[config.mk]
export PLATFORM = sky130hd
export DESIGN_NAME = strongly_connected_components
export DESIGN_NICKNAME = d
export VERILOG_FILES = /design/src/hw/rtl/scc_pkg.sv /design/src/hw/rtl/strongly_connected_components.sv /design/src/hw/rtl/scc_ctrl.sv /design/src/hw/rtl/scc_dp.sv
export SDC_FILE = /design/constraint.sdc
export NUM_CORES = 2
export LEC_CHECK = 0
export BUFFER_PORTS_ARGS = -buffer_cell sky130_fd_sc_hd__buf_2
export CAP_MARGIN = 15
export CORE_ASPECT_RATIO = 0.9
export CORE_MARGIN = 1
export CORE_UTILIZATION = 45
export DETAILED_ROUTE_END_ITERATION = 8
export GPL_TIMING_DRIVEN = 1
export PLACE_DENSITY = 0.58
export RECOVER_POWER = 25
export SLEW_MARGIN = 10
export SYNTH_ARGS = -nofsm -noshare
export SYNTH_HDL_FRONTEND = slang
export SYNTH_HIERARCHICAL = 1
export SYNTH_SLANG_ARGS = --single-unit
[constraint.sdc]
create_clock -name clk -period 16.25 [get_ports clk]
set_input_delay 4.875 -clock clk [delete_from_list [all_inputs] [get_ports clk]]
set_output_delay 4.875 -clock clk [all_outputs]
set_load 0.02 [all_outputs]
[src/hw/rtl/scc_pkg.sv]
// ----------------------------------------------------------------------------
// scc_pkg
// Shared types and defaults for the strongly connected components block.
// ----------------------------------------------------------------------------
package scc_pkg;

    localparam int DEF_MAX_VERTICES = 32;
    localparam int DEF_MAX_DEGREE   = 8;
    localparam logic [5:0] VERTEX_COUNT_RESET = 6'd32;

    typedef struct packed {
        logic [4:0] edge_from;
        logic [4:0] edge_to;
        logic       last_edge;
    } in_item_t;

    typedef struct packed {
        logic [4:0] vertex;
        logic       component_end;
        logic       run_end;
        logic       edge_dropped;
    } out_item_t;

    typedef enum logic [2:0] {
        S_LOAD,
        S_ROOT,
        S_TOP,
        S_NBR,
        S_RET,
        S_POP,
        S_DONE
    } state_t;

    typedef struct packed {
        logic load_ready;
        logic do_load;
        logic root_next;
        logic enter_root;
        logic enter_w;
        logic fetch;
        logic lower;
        logic ret;
        logic pop;
        logic finish;
    } cmd_t;

    typedef struct packed {
        logic csp_zero;
        logic root_end;
        logic root_visited;
        logic edge_avail;
        logic w_out;
        logic w_visited;
        logic w_lower;
        logic is_head;
        logic pop_last;
        logic out_free;
    } status_t;

endpackage

[src/hw/rtl/strongly_connected_components.sv]
// ----------------------------------------------------------------------------
// strongly_connected_components
// Tarjan component search over a directed graph loaded one edge per item.
//
//   channel  direction  item        handshake
//   in       input      in_item_t   in_valid / in_stall
//   out      output     out_item_t  out_valid / out_stall
//   cfg      input      vertex cnt  cfg_wr_en / cfg_wr_data
//
// Edges load one per cycle. The last edge starts the search, paced by
// the single-step sequencer and the neighbor store read port; output
// stalls hold it in the pop and done states.
// Input stalls for the whole search. Reset clears the degree counts,
// flags and stacks at once; no clearing pass.
// ----------------------------------------------------------------------------
module strongly_connected_components #(
    parameter int MAX_VERTICES = scc_pkg::DEF_MAX_VERTICES,
    parameter int MAX_DEGREE   = scc_pkg::DEF_MAX_DEGREE
) (
    input  logic               clk,
    input  logic               rst_n,
    input  logic               cfg_wr_en,
    input  logic [5:0]         cfg_wr_data,
    input  logic               in_valid,
    output logic               in_stall,
    input  scc_pkg::in_item_t  in_item,
    output logic               out_valid,
    input  logic               out_stall,
    output scc_pkg::out_item_t out_item
);
    import scc_pkg::*;

    cmd_t    cmd;
    status_t status;

    assign in_stall = !cmd.load_ready;

    scc_ctrl u_ctrl (
        .clk      (clk),
        .rst_n    (rst_n),
        .in_valid (in_valid),
        .in_last  (in_item.last_edge),
        .status   (status),
        .cmd      (cmd)
    );

    scc_dp #(
        .MAX_VERTICES (MAX_VERTICES),
        .MAX_DEGREE   (MAX_DEGREE)
    ) u_dp (
        .clk         (clk),
        .rst_n       (rst_n),
        .cfg_wr_en   (cfg_wr_en),
        .cfg_wr_data (cfg_wr_data),
        .in_item     (in_item),
        .cmd         (cmd),
        .status      (status),
        .out_valid   (out_valid),
        .out_stall   (out_stall),
        .out_item    (out_item)
    );

endmodule

[src/hw/rtl/scc_ctrl.sv]
// ----------------------------------------------------------------------------
// scc_ctrl
// Sequencer for edge loading and the depth-first component search.
// ----------------------------------------------------------------------------
module scc_ctrl (
    input  logic              clk,
    input  logic              rst_n,
    input  logic              in_valid,
    input  logic              in_last,
    input  scc_pkg::status_t  status,
    output scc_pkg::cmd_t     cmd
);
    import scc_pkg::*;

    state_t state_reg;
    state_t state_next;

    always_ff @(posedge clk or negedge rst_n)
    begin
        if (!rst_n)
        begin
            state_reg <= S_LOAD;
        end
        else
        begin
            state_reg <= state_next;
        end
    end

    always_comb
    begin
        state_next = state_reg;
        case (state_reg)
            S_LOAD:
            begin
                if (in_valid && in_last)
                begin
                    state_next = S_ROOT;
                end
            end
            S_ROOT:
            begin
                if (status.root_end)
                begin
                    state_next = S_DONE;
                end
                else if (!status.root_visited)
                begin
                    state_next = S_TOP;
                end
            end
            S_TOP:
            begin
                if (status.csp_zero)
                begin
                    state_next = S_ROOT;
                end
                else if (status.edge_avail)
                begin
                    state_next = S_NBR;
                end
                else
                begin
                    state_next = S_RET;
                end
            end
            S_NBR:
            begin
                state_next = S_TOP;
            end
            S_RET:
            begin
                state_next = status.is_head ? S_POP : S_TOP;
            end
            S_POP:
            begin
                if (status.out_free && status.pop_last)
                begin
                    state_next = S_TOP;
                end
            end
            S_DONE:
            begin
                if (status.out_free)
                begin
                    state_next = S_LOAD;
                end
            end
            default:
            begin
                state_next = S_LOAD;
            end
        endcase
    end

    always_comb
    begin
        cmd = '0;
        case (state_reg)
            S_LOAD:
            begin
                cmd.load_ready = 1'b1;
                cmd.do_load    = in_valid;
            end
            S_ROOT:
            begin
                if (!status.root_end)
                begin
                    cmd.root_next  = status.root_visited;
                    cmd.enter_root = !status.root_visited;
                end
            end
            S_TOP:
            begin
                cmd.root_next = status.csp_zero;
                cmd.fetch     = !status.csp_zero && status.edge_avail;
            end
            S_NBR:
            begin
                if (!status.w_out)
                begin
                    cmd.enter_w = !status.w_visited;
                    cmd.lower   = status.w_visited && status.w_lower;
                end
            end
            S_RET:
            begin
                cmd.ret = 1'b1;
            end
            S_POP:
            begin
                cmd.pop = status.out_free;
            end
            S_DONE:
            begin
                cmd.finish = status.out_free;
            end
            default:
            begin
                cmd = '0;
            end
        endcase
    end

endmodule

[src/hw/rtl/scc_dp.sv]
// ----------------------------------------------------------------------------
// scc_dp
// Graph store, search state, stacks and result staging.
// ----------------------------------------------------------------------------
module scc_dp #(
    parameter int MAX_VERTICES = scc_pkg::DEF_MAX_VERTICES,
    parameter int MAX_DEGREE   = scc_pkg::DEF_MAX_DEGREE
) (
    input  logic               clk,
    input  logic               rst_n,
    input  logic               cfg_wr_en,
    input  logic [5:0]         cfg_wr_data,
    input  scc_pkg::in_item_t  in_item,
    input  scc_pkg::cmd_t      cmd,
    output scc_pkg::status_t   status,
    output logic               out_valid,
    input  logic               out_stall,
    output scc_pkg::out_item_t out_item
);
    import scc_pkg::*;

    localparam int VW = (MAX_VERTICES > 1) ? $clog2(MAX_VERTICES) : 1;
    localparam int PW = $clog2(MAX_VERTICES + 1);
    localparam int CW = $clog2(MAX_DEGREE + 1);
    localparam int IW = $clog2(MAX_VERTICES + 2);
    localparam int AW = (MAX_VERTICES * MAX_DEGREE > 1) ?
                        $clog2(MAX_VERTICES * MAX_DEGREE) : 1;
    localparam int NDEPTH = MAX_VERTICES * MAX_DEGREE;

    logic [5:0]    vcount_reg;
    logic [4:0]    nbr_mem [NDEPTH];
    logic [4:0]    nbr_q_reg;
    logic [CW-1:0] deg_reg [MAX_VERTICES];
    logic [IW-1:0] disc_reg [MAX_VERTICES];
    logic [IW-1:0] low_reg [MAX_VERTICES];
    logic [MAX_VERTICES-1:0] visited_reg;
    logic [MAX_VERTICES-1:0] onstk_reg;
    logic [VW-1:0] comp_reg [MAX_VERTICES];
    logic [VW-1:0] callv_reg [MAX_VERTICES];
    logic [CW-1:0] calle_reg [MAX_VERTICES];
    logic [IW-1:0] next_idx_reg;
    logic          ovf_reg;
    logic [PW-1:0] csp_reg;
    logic [PW-1:0] ssp_reg;
    logic [PW-1:0] root_reg;
    logic [VW-1:0] v_reg;
    logic          pend_valid_reg;
    logic [4:0]    pend_vertex_reg;
    logic          pend_cend_reg;
    logic          out_valid_reg;
    out_item_t     out_reg;

    logic [31:0]   n32;
    logic [VW-1:0] from_v;
    logic          edge_ok;
    logic [VW-1:0] v_top;
    logic [CW-1:0] e_top;
    logic [VW-1:0] w_v;
    logic [VW-1:0] root_v;
    logic [VW-1:0] ent_v;
    logic [VW-1:0] top_idx;
    logic [VW-1:0] par_idx;
    logic [VW-1:0] u_v;
    logic [VW-1:0] x_v;
    logic [VW-1:0] stk_idx;
    logic          out_free;

    assign n32 = (32'(vcount_reg) > 32'(MAX_VERTICES)) ? 32'(MAX_VERTICES)
                                                       : 32'(vcount_reg);
    assign from_v  = VW'(in_item.edge_from);
    assign edge_ok = (32'(in_item.edge_from) < n32) && (32'(in_item.edge_to) < n32)
                     && (32'(deg_reg[from_v]) < 32'(MAX_DEGREE));
    assign top_idx = VW'(csp_reg - PW'(1));
    assign par_idx = VW'(csp_reg - PW'(2));
    assign v_top   = callv_reg[top_idx];
    assign e_top   = calle_reg[top_idx];
    assign u_v     = callv_reg[par_idx];
    assign w_v     = VW'(nbr_q_reg);
    assign root_v  = VW'(root_reg);
    assign ent_v   = cmd.enter_root ? root_v : w_v;
    assign stk_idx = VW'(ssp_reg - PW'(1));
    assign x_v     = comp_reg[stk_idx];
    assign out_free = !out_valid_reg || !out_stall;

    always_comb
    begin
        status.csp_zero     = (csp_reg == '0);
        status.root_end     = (32'(root_reg) >= n32);
        status.root_visited = visited_reg[root_v];
        status.edge_avail   = (e_top < deg_reg[v_top])
                              && (32'(e_top) < 32'(MAX_DEGREE));
        status.w_out        = (32'(nbr_q_reg) >= n32);
        status.w_visited    = visited_reg[w_v];
        status.w_lower      = onstk_reg[w_v] && (disc_reg[w_v] < low_reg[v_top]);
        status.is_head      = (low_reg[v_top] == disc_reg[v_top]);
        status.pop_last     = (x_v == v_reg) || (ssp_reg == PW'(1));
        status.out_free     = out_free;
    end

    // neighbor store: one write port for loading, one registered read
    always_ff @(posedge clk)
    begin
        if (cmd.do_load && edge_ok)
        begin
            nbr_mem[AW'(from_v) * AW'(MAX_DEGREE) + AW'(deg_reg[from_v])] <= in_item.edge_to;
        end
        if (cmd.fetch)
        begin
            nbr_q_reg <= nbr_mem[AW'(v_top) * AW'(MAX_DEGREE) + AW'(e_top)];
        end
    end

    always_ff @(posedge clk)
    begin
        if (cmd.enter_root || cmd.enter_w)
        begin
            disc_reg[ent_v] <= next_idx_reg;
            low_reg[ent_v]  <= next_idx_reg;
            comp_reg[VW'(ssp_reg)]  <= ent_v;
            callv_reg[VW'(csp_reg)] <= ent_v;
            calle_reg[VW'(csp_reg)] <= '0;
        end
        if (cmd.fetch)
        begin
            calle_reg[top_idx] <= e_top + CW'(1);
        end
        if (cmd.lower)
        begin
            low_reg[v_top] <= disc_reg[w_v];
        end
        if (cmd.ret)
        begin
            v_reg <= v_top;
            if (csp_reg >= PW'(2) && low_reg[v_top] < low_reg[u_v])
            begin
                low_reg[u_v] <= low_reg[v_top];
            end
        end
    end

    always_ff @(posedge clk or negedge rst_n)
    begin
        if (!rst_n)
        begin
            vcount_reg     <= VERTEX_COUNT_RESET;
            visited_reg    <= '0;
            onstk_reg      <= '0;
            next_idx_reg   <= IW'(1);
            ovf_reg        <= 1'b0;
            csp_reg        <= '0;
            ssp_reg        <= '0;
            root_reg       <= '0;
            pend_valid_reg <= 1'b0;
            out_valid_reg  <= 1'b0;
            for (int i = 0; i < MAX_VERTICES; i++)
            begin
                deg_reg[i] <= '0;
            end
        end
        else
        begin
            if (cfg_wr_en)
            begin
                vcount_reg <= cfg_wr_data;
            end
            if (out_valid_reg && !out_stall)
            begin
                out_valid_reg <= 1'b0;
            end
            if (cmd.do_load)
            begin
                if (edge_ok)
                begin
                    deg_reg[from_v] <= deg_reg[from_v] + CW'(1);
                end
                else
                begin
                    ovf_reg <= 1'b1;
                end
            end
            if (cmd.root_next)
            begin
                root_reg <= root_reg + PW'(1);
            end
            if (cmd.enter_root || cmd.enter_w)
            begin
                next_idx_reg       <= next_idx_reg + IW'(1);
                visited_reg[ent_v] <= 1'b1;
                onstk_reg[ent_v]   <= 1'b1;
                ssp_reg            <= ssp_reg + PW'(1);
                csp_reg            <= csp_reg + PW'(1);
            end
            if (cmd.ret)
            begin
                csp_reg <= csp_reg - PW'(1);
            end
            if (cmd.pop)
            begin
                ssp_reg          <= ssp_reg - PW'(1);
                onstk_reg[x_v]   <= 1'b0;
                pend_valid_reg   <= 1'b1;
                pend_vertex_reg  <= 5'(x_v);
                pend_cend_reg    <= (x_v == v_reg);
                if (pend_valid_reg)
                begin
                    out_valid_reg         <= 1'b1;
                    out_reg.vertex        <= pend_vertex_reg;
                    out_reg.component_end <= pend_cend_reg;
                    out_reg.run_end       <= 1'b0;
                    out_reg.edge_dropped  <= ovf_reg;
                end
            end
            if (cmd.finish)
            begin
                if (pend_valid_reg)
                begin
                    out_valid_reg         <= 1'b1;
                    out_reg.vertex        <= pend_vertex_reg;
                    out_reg.component_end <= pend_cend_reg;
                    out_reg.run_end       <= 1'b1;
                    out_reg.edge_dropped  <= ovf_reg;
                end
                pend_valid_reg <= 1'b0;
                visited_reg    <= '0;
                onstk_reg      <= '0;
                next_idx_reg   <= IW'(1);
                ovf_reg        <= 1'b0;
                csp_reg        <= '0;
                ssp_reg        <= '0;
                root_reg       <= '0;
                for (int i = 0; i < MAX_VERTICES; i++)
                begin
                    deg_reg[i] <= '0;
                end
            end
        end
    end

    assign out_valid = out_valid_reg;
    assign out_item  = out_reg;

endmodule

* Word-level counts from Yosys, hierarchy flattened
Memory sizes are Yosys's and may differ from the RTL's. A register that Yosys moved wholly into a read port is not among the register bits.
Cells that the tools add are included.
** Storage, ports and cells
- Register bits :: 247
- RAM bits :: 2112
- Logic and storage cells :: 240
- Memories :: 6
** Memories
- u_dp.nbr_mem :: words 256, width 5, read ports 1, clocked after memory_dff 1, wr ports 1, line scc_dp.sv:31 : logic [4:0] nbr_mem [NDEPTH];
- u_dp.disc_reg :: words 32, width 6, read ports 2, clocked after memory_dff 0, wr ports 1, line scc_dp.sv:34 : logic [IW-1:0] disc_reg [MAX_VERTICES];
- u_dp.low_reg :: words 32, width 6, read ports 2, clocked after memory_dff 0, wr ports 1, line scc_dp.sv:35 : logic [IW-1:0] low_reg [MAX_VERTICES];
- u_dp.callv_reg :: words 32, width 5, read ports 2, clocked after memory_dff 0, wr ports 1, line scc_dp.sv:39 : logic [VW-1:0] callv_reg [MAX_VERTICES];
- u_dp.comp_reg :: words 32, width 5, read ports 1, clocked after memory_dff 0, wr ports 1, line scc_dp.sv:38 : logic [VW-1:0] comp_reg [MAX_VERTICES];
- u_dp.calle_reg :: words 32, width 4, read ports 1, clocked after memory_dff 0, wr ports 1, line scc_dp.sv:40 : logic [CW-1:0] calle_reg [MAX_VERTICES];
** Operators by class
- Add/sub/neg operators :: 11
- Order comparisons :: 20
- Equal/unequal tests :: 14
- Mux-type cells :: 94
- Bitwise logic cells :: 6
- Reduce and logical (&&, ||, !) cells :: 39
** Operator list (count)
- $mux 128 :: 3
- $mux 32 :: 5
- $bwmux 128 :: 1
- $mux 6 :: 13
- $lt 5x32->1 :: 2
- $or 32x32->32 :: 2
- $bmux 4 s5 :: 2
- $mux 1 :: 38
- $and 32x32->32 :: 1
- $ge 5x32->1 :: 1
- $ge 6x32->1 :: 1
- $mux 8 :: 4
- $not 32->32 :: 1
- $add 6x1->6 const B :: 4
- $lt 5x6->1 const B :: 4
- $mux 3 :: 8
- $mux 4 :: 6
- $pmux 3 s7 :: 1
- $demux 4 s5 :: 1
- $mux 5 :: 4
- $add 8x4->8 :: 2
- $bmux 1 s5 :: 3
- $logic_and 1x1->1 :: 14
- $ge 6x6->1 const B :: 2
- other kinds (33) :: 61

* Depth between registers and ports, before layout
- Word-level depth :: 15
- Mapped depth :: 42
- Mapped depth without buffers :: 25

* Modules after synthesis
Netlist, hierarchy kept.
** Modules (own cells, without submodules)
- scc_dp :: times used 1, cells an instance 8555, area an instance 109512.5 sq um, sequential area each 69774.4 sq um
- scc_ctrl :: times used 1, cells an instance 45, area an instance 335.3 sq um, sequential area each 75.1 sq um
- strongly_connected_components :: times used 1, cells an instance 1, area an instance 3.8 sq um, sequential area each 0.0 sq um

* Worst setup path after synthesis
No wires, ideal clock.
- Path type :: input -> register
- Start point :: input in_item[6] in the netlist's numbering
- End point :: memory u_dp.nbr_mem[68][0] (enable)
- Library setup time :: 0.340 ns
- Arrival :: 8.274 ns
- Data required time :: 15.910 ns
- Setup slack :: 7.636 ns
- Stages on the path :: 11
- Buffers on the path :: 5
- Path through :: buf_1 -> buf_1 -> mux4_2 -> a22oi_1 -> and4_1 -> clkbuf_1 -> clkbuf_1 -> ha_1 -> nand3_1 -> clkbuf_1 -> nor2_1
** Between the ends
- Longest elaborated chain between the ends :: 9
- Elaborated cells between the ends (all ways) :: 12
- Classes of those cells :: add/sub (1); order compare (2); mux (5); bitwise (1); reduce/logical (3)
** Ends and longest elaborated chain
- start, declared :: line strongly_connected_components.sv:26 : input scc_pkg::in_item_t in_item,
- $not 5->6 (implied by the code) :: line scc_dp.sv:72, scc_dp.sv:105
- $bmux 4 s5 :: line scc_dp.sv:72, scc_dp.sv:105
- $mux 4 (implied by the code) (2 in series) :: line scc_dp.sv:72, scc_dp.sv:105
- $lt 4x4->1 :: line scc_dp.sv:72 : && (32'(deg_reg[from_v]) < 32'(MAX_DEGREE));
- $logic_and 1x1->1 :: line scc_dp.sv:72
- $logic_and 1x1->1 :: line scc_dp.sv:103 : if (cmd.do_load && edge_ok)
- $mux 1 :: line scc_dp.sv:103
- $mux 1 (implied by the code) :: line scc_dp.sv:105 : nbr_mem[AW'(from_v) * AW'(MAX_DEGREE) + AW'(deg_reg[from_v])] <= in_item.edge_to;
- end, declared :: line scc_dp.sv:31
Several ways; a longest one is shown, not always the timed one. The select of a mux whose other input is x is not followed.

* Worst setup path after layout
- Start point :: input in_item[1] in the netlist's numbering
- End point :: memory u_dp.nbr_mem[139][0], data pin
Straight into the memory's write port.

==> qor.yml <==
status: "finished, violations left"
violations: "max-capacitance violations, max-slew violations"
cap_violations: 29
syn_inst: 8601
nets: 8493
timing.critical_path.mode_cell: "clkbuf_1"
fp.dieW_um: 523
crit_path_start_kind: "input pin"
max_stage_delay_ns: 6.06
fin_setup_tns_ns: 0
fin_skew_ns: 0.105
fillers: 20800
cp_max_fo: 169
cts_tree: "done"
drv_slew: 1635
cp_data_required_time_ns: 15.63
antenna_found_initial: 21
syn_to_final_growth_pct: 9.76
synth_flop_cell: "edfxtp_1"
syn-num-nets: 8679
num_rows: 171
clkSinkCount: 2364
largest_reg_flops: 1280
yosysWarnings: 6
post_cts_buffers: 0
grt_overflow_total: 0
drive_gt1_share_pct: 11.7
synth_edf_count: 2136
die_y_um: 471
max_slew_margin_pct: -478
clk_path_buf_depth: 4
worst_setup_path_end_kind: "flip-flop"
ys_ff_latch: 2364
hp-class: "flip-flop to flip-flop"
dr_total_vias: 74100
netlist_area_mm2: 0.110
grt_pass1_vias: 71100
critPathTopFamily: "buffers and inverters"
drc: 0
drt_pre_antenna_iters: 8
min_period_over_period_pct: 79.6
routed_wl_mm: 342
cts_resized: 0
slowest_stage: "clkbuf_1"
fmax_mhz: 77.3
seq_area_frac_synth_pct: 63.6
synthArstFlopShare_pct: 9.64
die_area_mm2: 0.246
start_util_pct: 45.4
hold_viol_final: 0
synth.avg_cell_area_um2: 12.8
core_mm2: 0.242
worst-setup-path-type: "input pin to flip-flop"
path_cells: "clkbuf_1 > clkbuf_1"
io_pins: 32
insertion_delay_ns: 0.94
clk_pin_slew_ns: 0.06
grt_pass1_wl_mm: 498
rrSetupSlack_ns: 3.32
ctsHoldBuffers: 0
first_iter_violations: 10300
cts_max_level: 4
critPathBufInv: 2
gp_congestion: 0.953
drt-vias-per-instance: 6.27
track_usage_pct: 27.4
port_buffers: 31
place_hpwl_mm: 209
cts_buffers: 247
timing.critical_path.arrival_ns: 12.31
grt_max_degree: 200
ys_types: 86
layout_min_cycle_time_ns: 12.93
root_buffer: "clkbuf_16"
drtAntennaViolNets: 0
post_drt_wl_per_cell_um: 28.9
finalSetupViolations: 0
rsz0062_at_grt: "false"
tightest_slew_ns: 8.67
[per-stage QoR]
stage          hold WS, ns  worst slack (ns)  utilization (%)  area, um2  std cells
2_1_floorplan        0.459              7.64                -     110000       8601
3_3_place_gp         0.493              5.71             46.6     113000      11400
3_5_place_dp         0.506              5.65             46.6     113000      11400
4_1_cts              0.520              5.64             49.9     121000      11800
5_1_grt              0.551              2.70             49.8     121000      11800
6_report             0.522              3.32             49.8     121000      11800
[cell families (layout without fill, tap and decap cells)]
logic type,count (synthesis),count (layout),synth area share [%]
XOR/XNOR,48,48,0.383
adder cells (fa/ha/maj),56,56,0.638
flip-flops,2364,2364,63.6
buffers and inverters,704,719,2.88
AND/OR/NAND/NOR,3493,3493,13.8
other,0,6,0
multiplexers,1075,1075,13.7
AO/OA/AOI/OAI,861,861,5.05
[cell type report]
class                           instances  area (um2)  area share, %
Clock inverter                        147        1410           1.17
Clock buffer                          303        6460           5.36
Tap cell                             3200        4000           3.32
Multi-Input combinational cell       5533       37100           30.7
Antenna cell                            6        15.0         0.0125
Sequential cell                      2364       69900           57.9
Timing Repair Buffer                  207        1500           1.25
Inverter                               62         265          0.220
[final timing paths]
check                                                 startpoint                          endpoint  cells past startpoint
worst max-delay path                                  in_item[1]    u_dp/nbr_mem[139][0]$_DFFE_PP_                      2
worst min-delay path            u_dp/visited_reg[12]$_DFFE_PN0P_  u_dp/visited_reg[12]$_DFFE_PN0P_                      2
worst max register to register       u_dp/csp_reg[0]$_DFFE_PN0P_     u_dp/low_reg[31][4]$_DFFE_PP_                     21
worst min register to register  u_dp/visited_reg[12]$_DFFE_PN0P_  u_dp/visited_reg[12]$_DFFE_PN0P_                      2
max in group asynchronous                                  rst_n       u_dp/csp_reg[0]$_DFFE_PN0P_                      2
min in group asynchronous                                  rst_n   u_dp/visited_reg[6]$_DFFE_PN0P_                      1
[worst min-delay path, delay by kind of cell, from the launching register on]
family           cells  cell delay, ns
AND/OR/NAND/NOR      2            0.12
flip-flops           1            0.36
[cells in the final DEF, fill, tap and decap left out, types with 86 or more instances in the layout]
master     count
dfrtp_1      224
nor2_1       797
buf_4        148
mux4_2       332
a21oi_1      246
nand4_1       86
edfxtp_1    2136
nand2_1     1680
and3_1       195
clkbuf_16    248
o21ai_0      154
mux2i_1      702
a31oi_1       87
nand3_1      424
[cells in the mapped netlist (27+ instances only)]
| master | number | area share (%) |
|---|---|---|
| clkbuf_1 | 337 | 1.2 |
| o21ai_0 | 155 | 0.71 |
| dfrtp_1 | 226 | 5.1 |
| buf_2 | 189 | 0.86 |
| o211ai_1 | 43 | 0.29 |
| a31oi_1 | 87 | 0.50 |
| edfxtp_1 | 2136 | 58 |
| xnor2_1 | 31 | 0.25 |
| and2_1 | 30 | 0.17 |
| or3_1 | 27 | 0.15 |
| o22ai_1 | 58 | 0.33 |
| inv_1 | 53 | 0.18 |
| nor3_1 | 69 | 0.31 |
| mux2i_1 | 701 | 6.4 |
| nand2_1 | 1681 | 5.7 |
| mux2_2 | 39 | 0.40 |
| ha_1 | 56 | 0.64 |
| a311oi_1 | 47 | 0.37 |
| nor2_1 | 816 | 2.8 |
| a21oi_1 | 247 | 1.1 |
| buf_1 | 64 | 0.22 |
| buf_4 | 33 | 0.23 |
| nand3_1 | 430 | 2.0 |
| mux4_2 | 332 | 6.8 |
| and3_1 | 195 | 1.1 |
| a211oi_1 | 43 | 0.29 |
| nand4_1 | 86 | 0.49 |
[layer usage]
| metal | track usage (%) | routed length (um) | up-vias |
|---|---|---|---|
| met5 | 0 | 56 | - |
| met4 | 8.10 | 11200 | 10 |
| met3 | 5.49 | 35300 | 682 |
| met2 | 40.3 | 150000 | 4047 |
| met1 | 40.9 | 145000 | 37700 |
| li1 | - | - | 31700 |
Power is not shown: default switching activity piles up to over one toggle a cycle in this logic, so the estimate is an artifact.
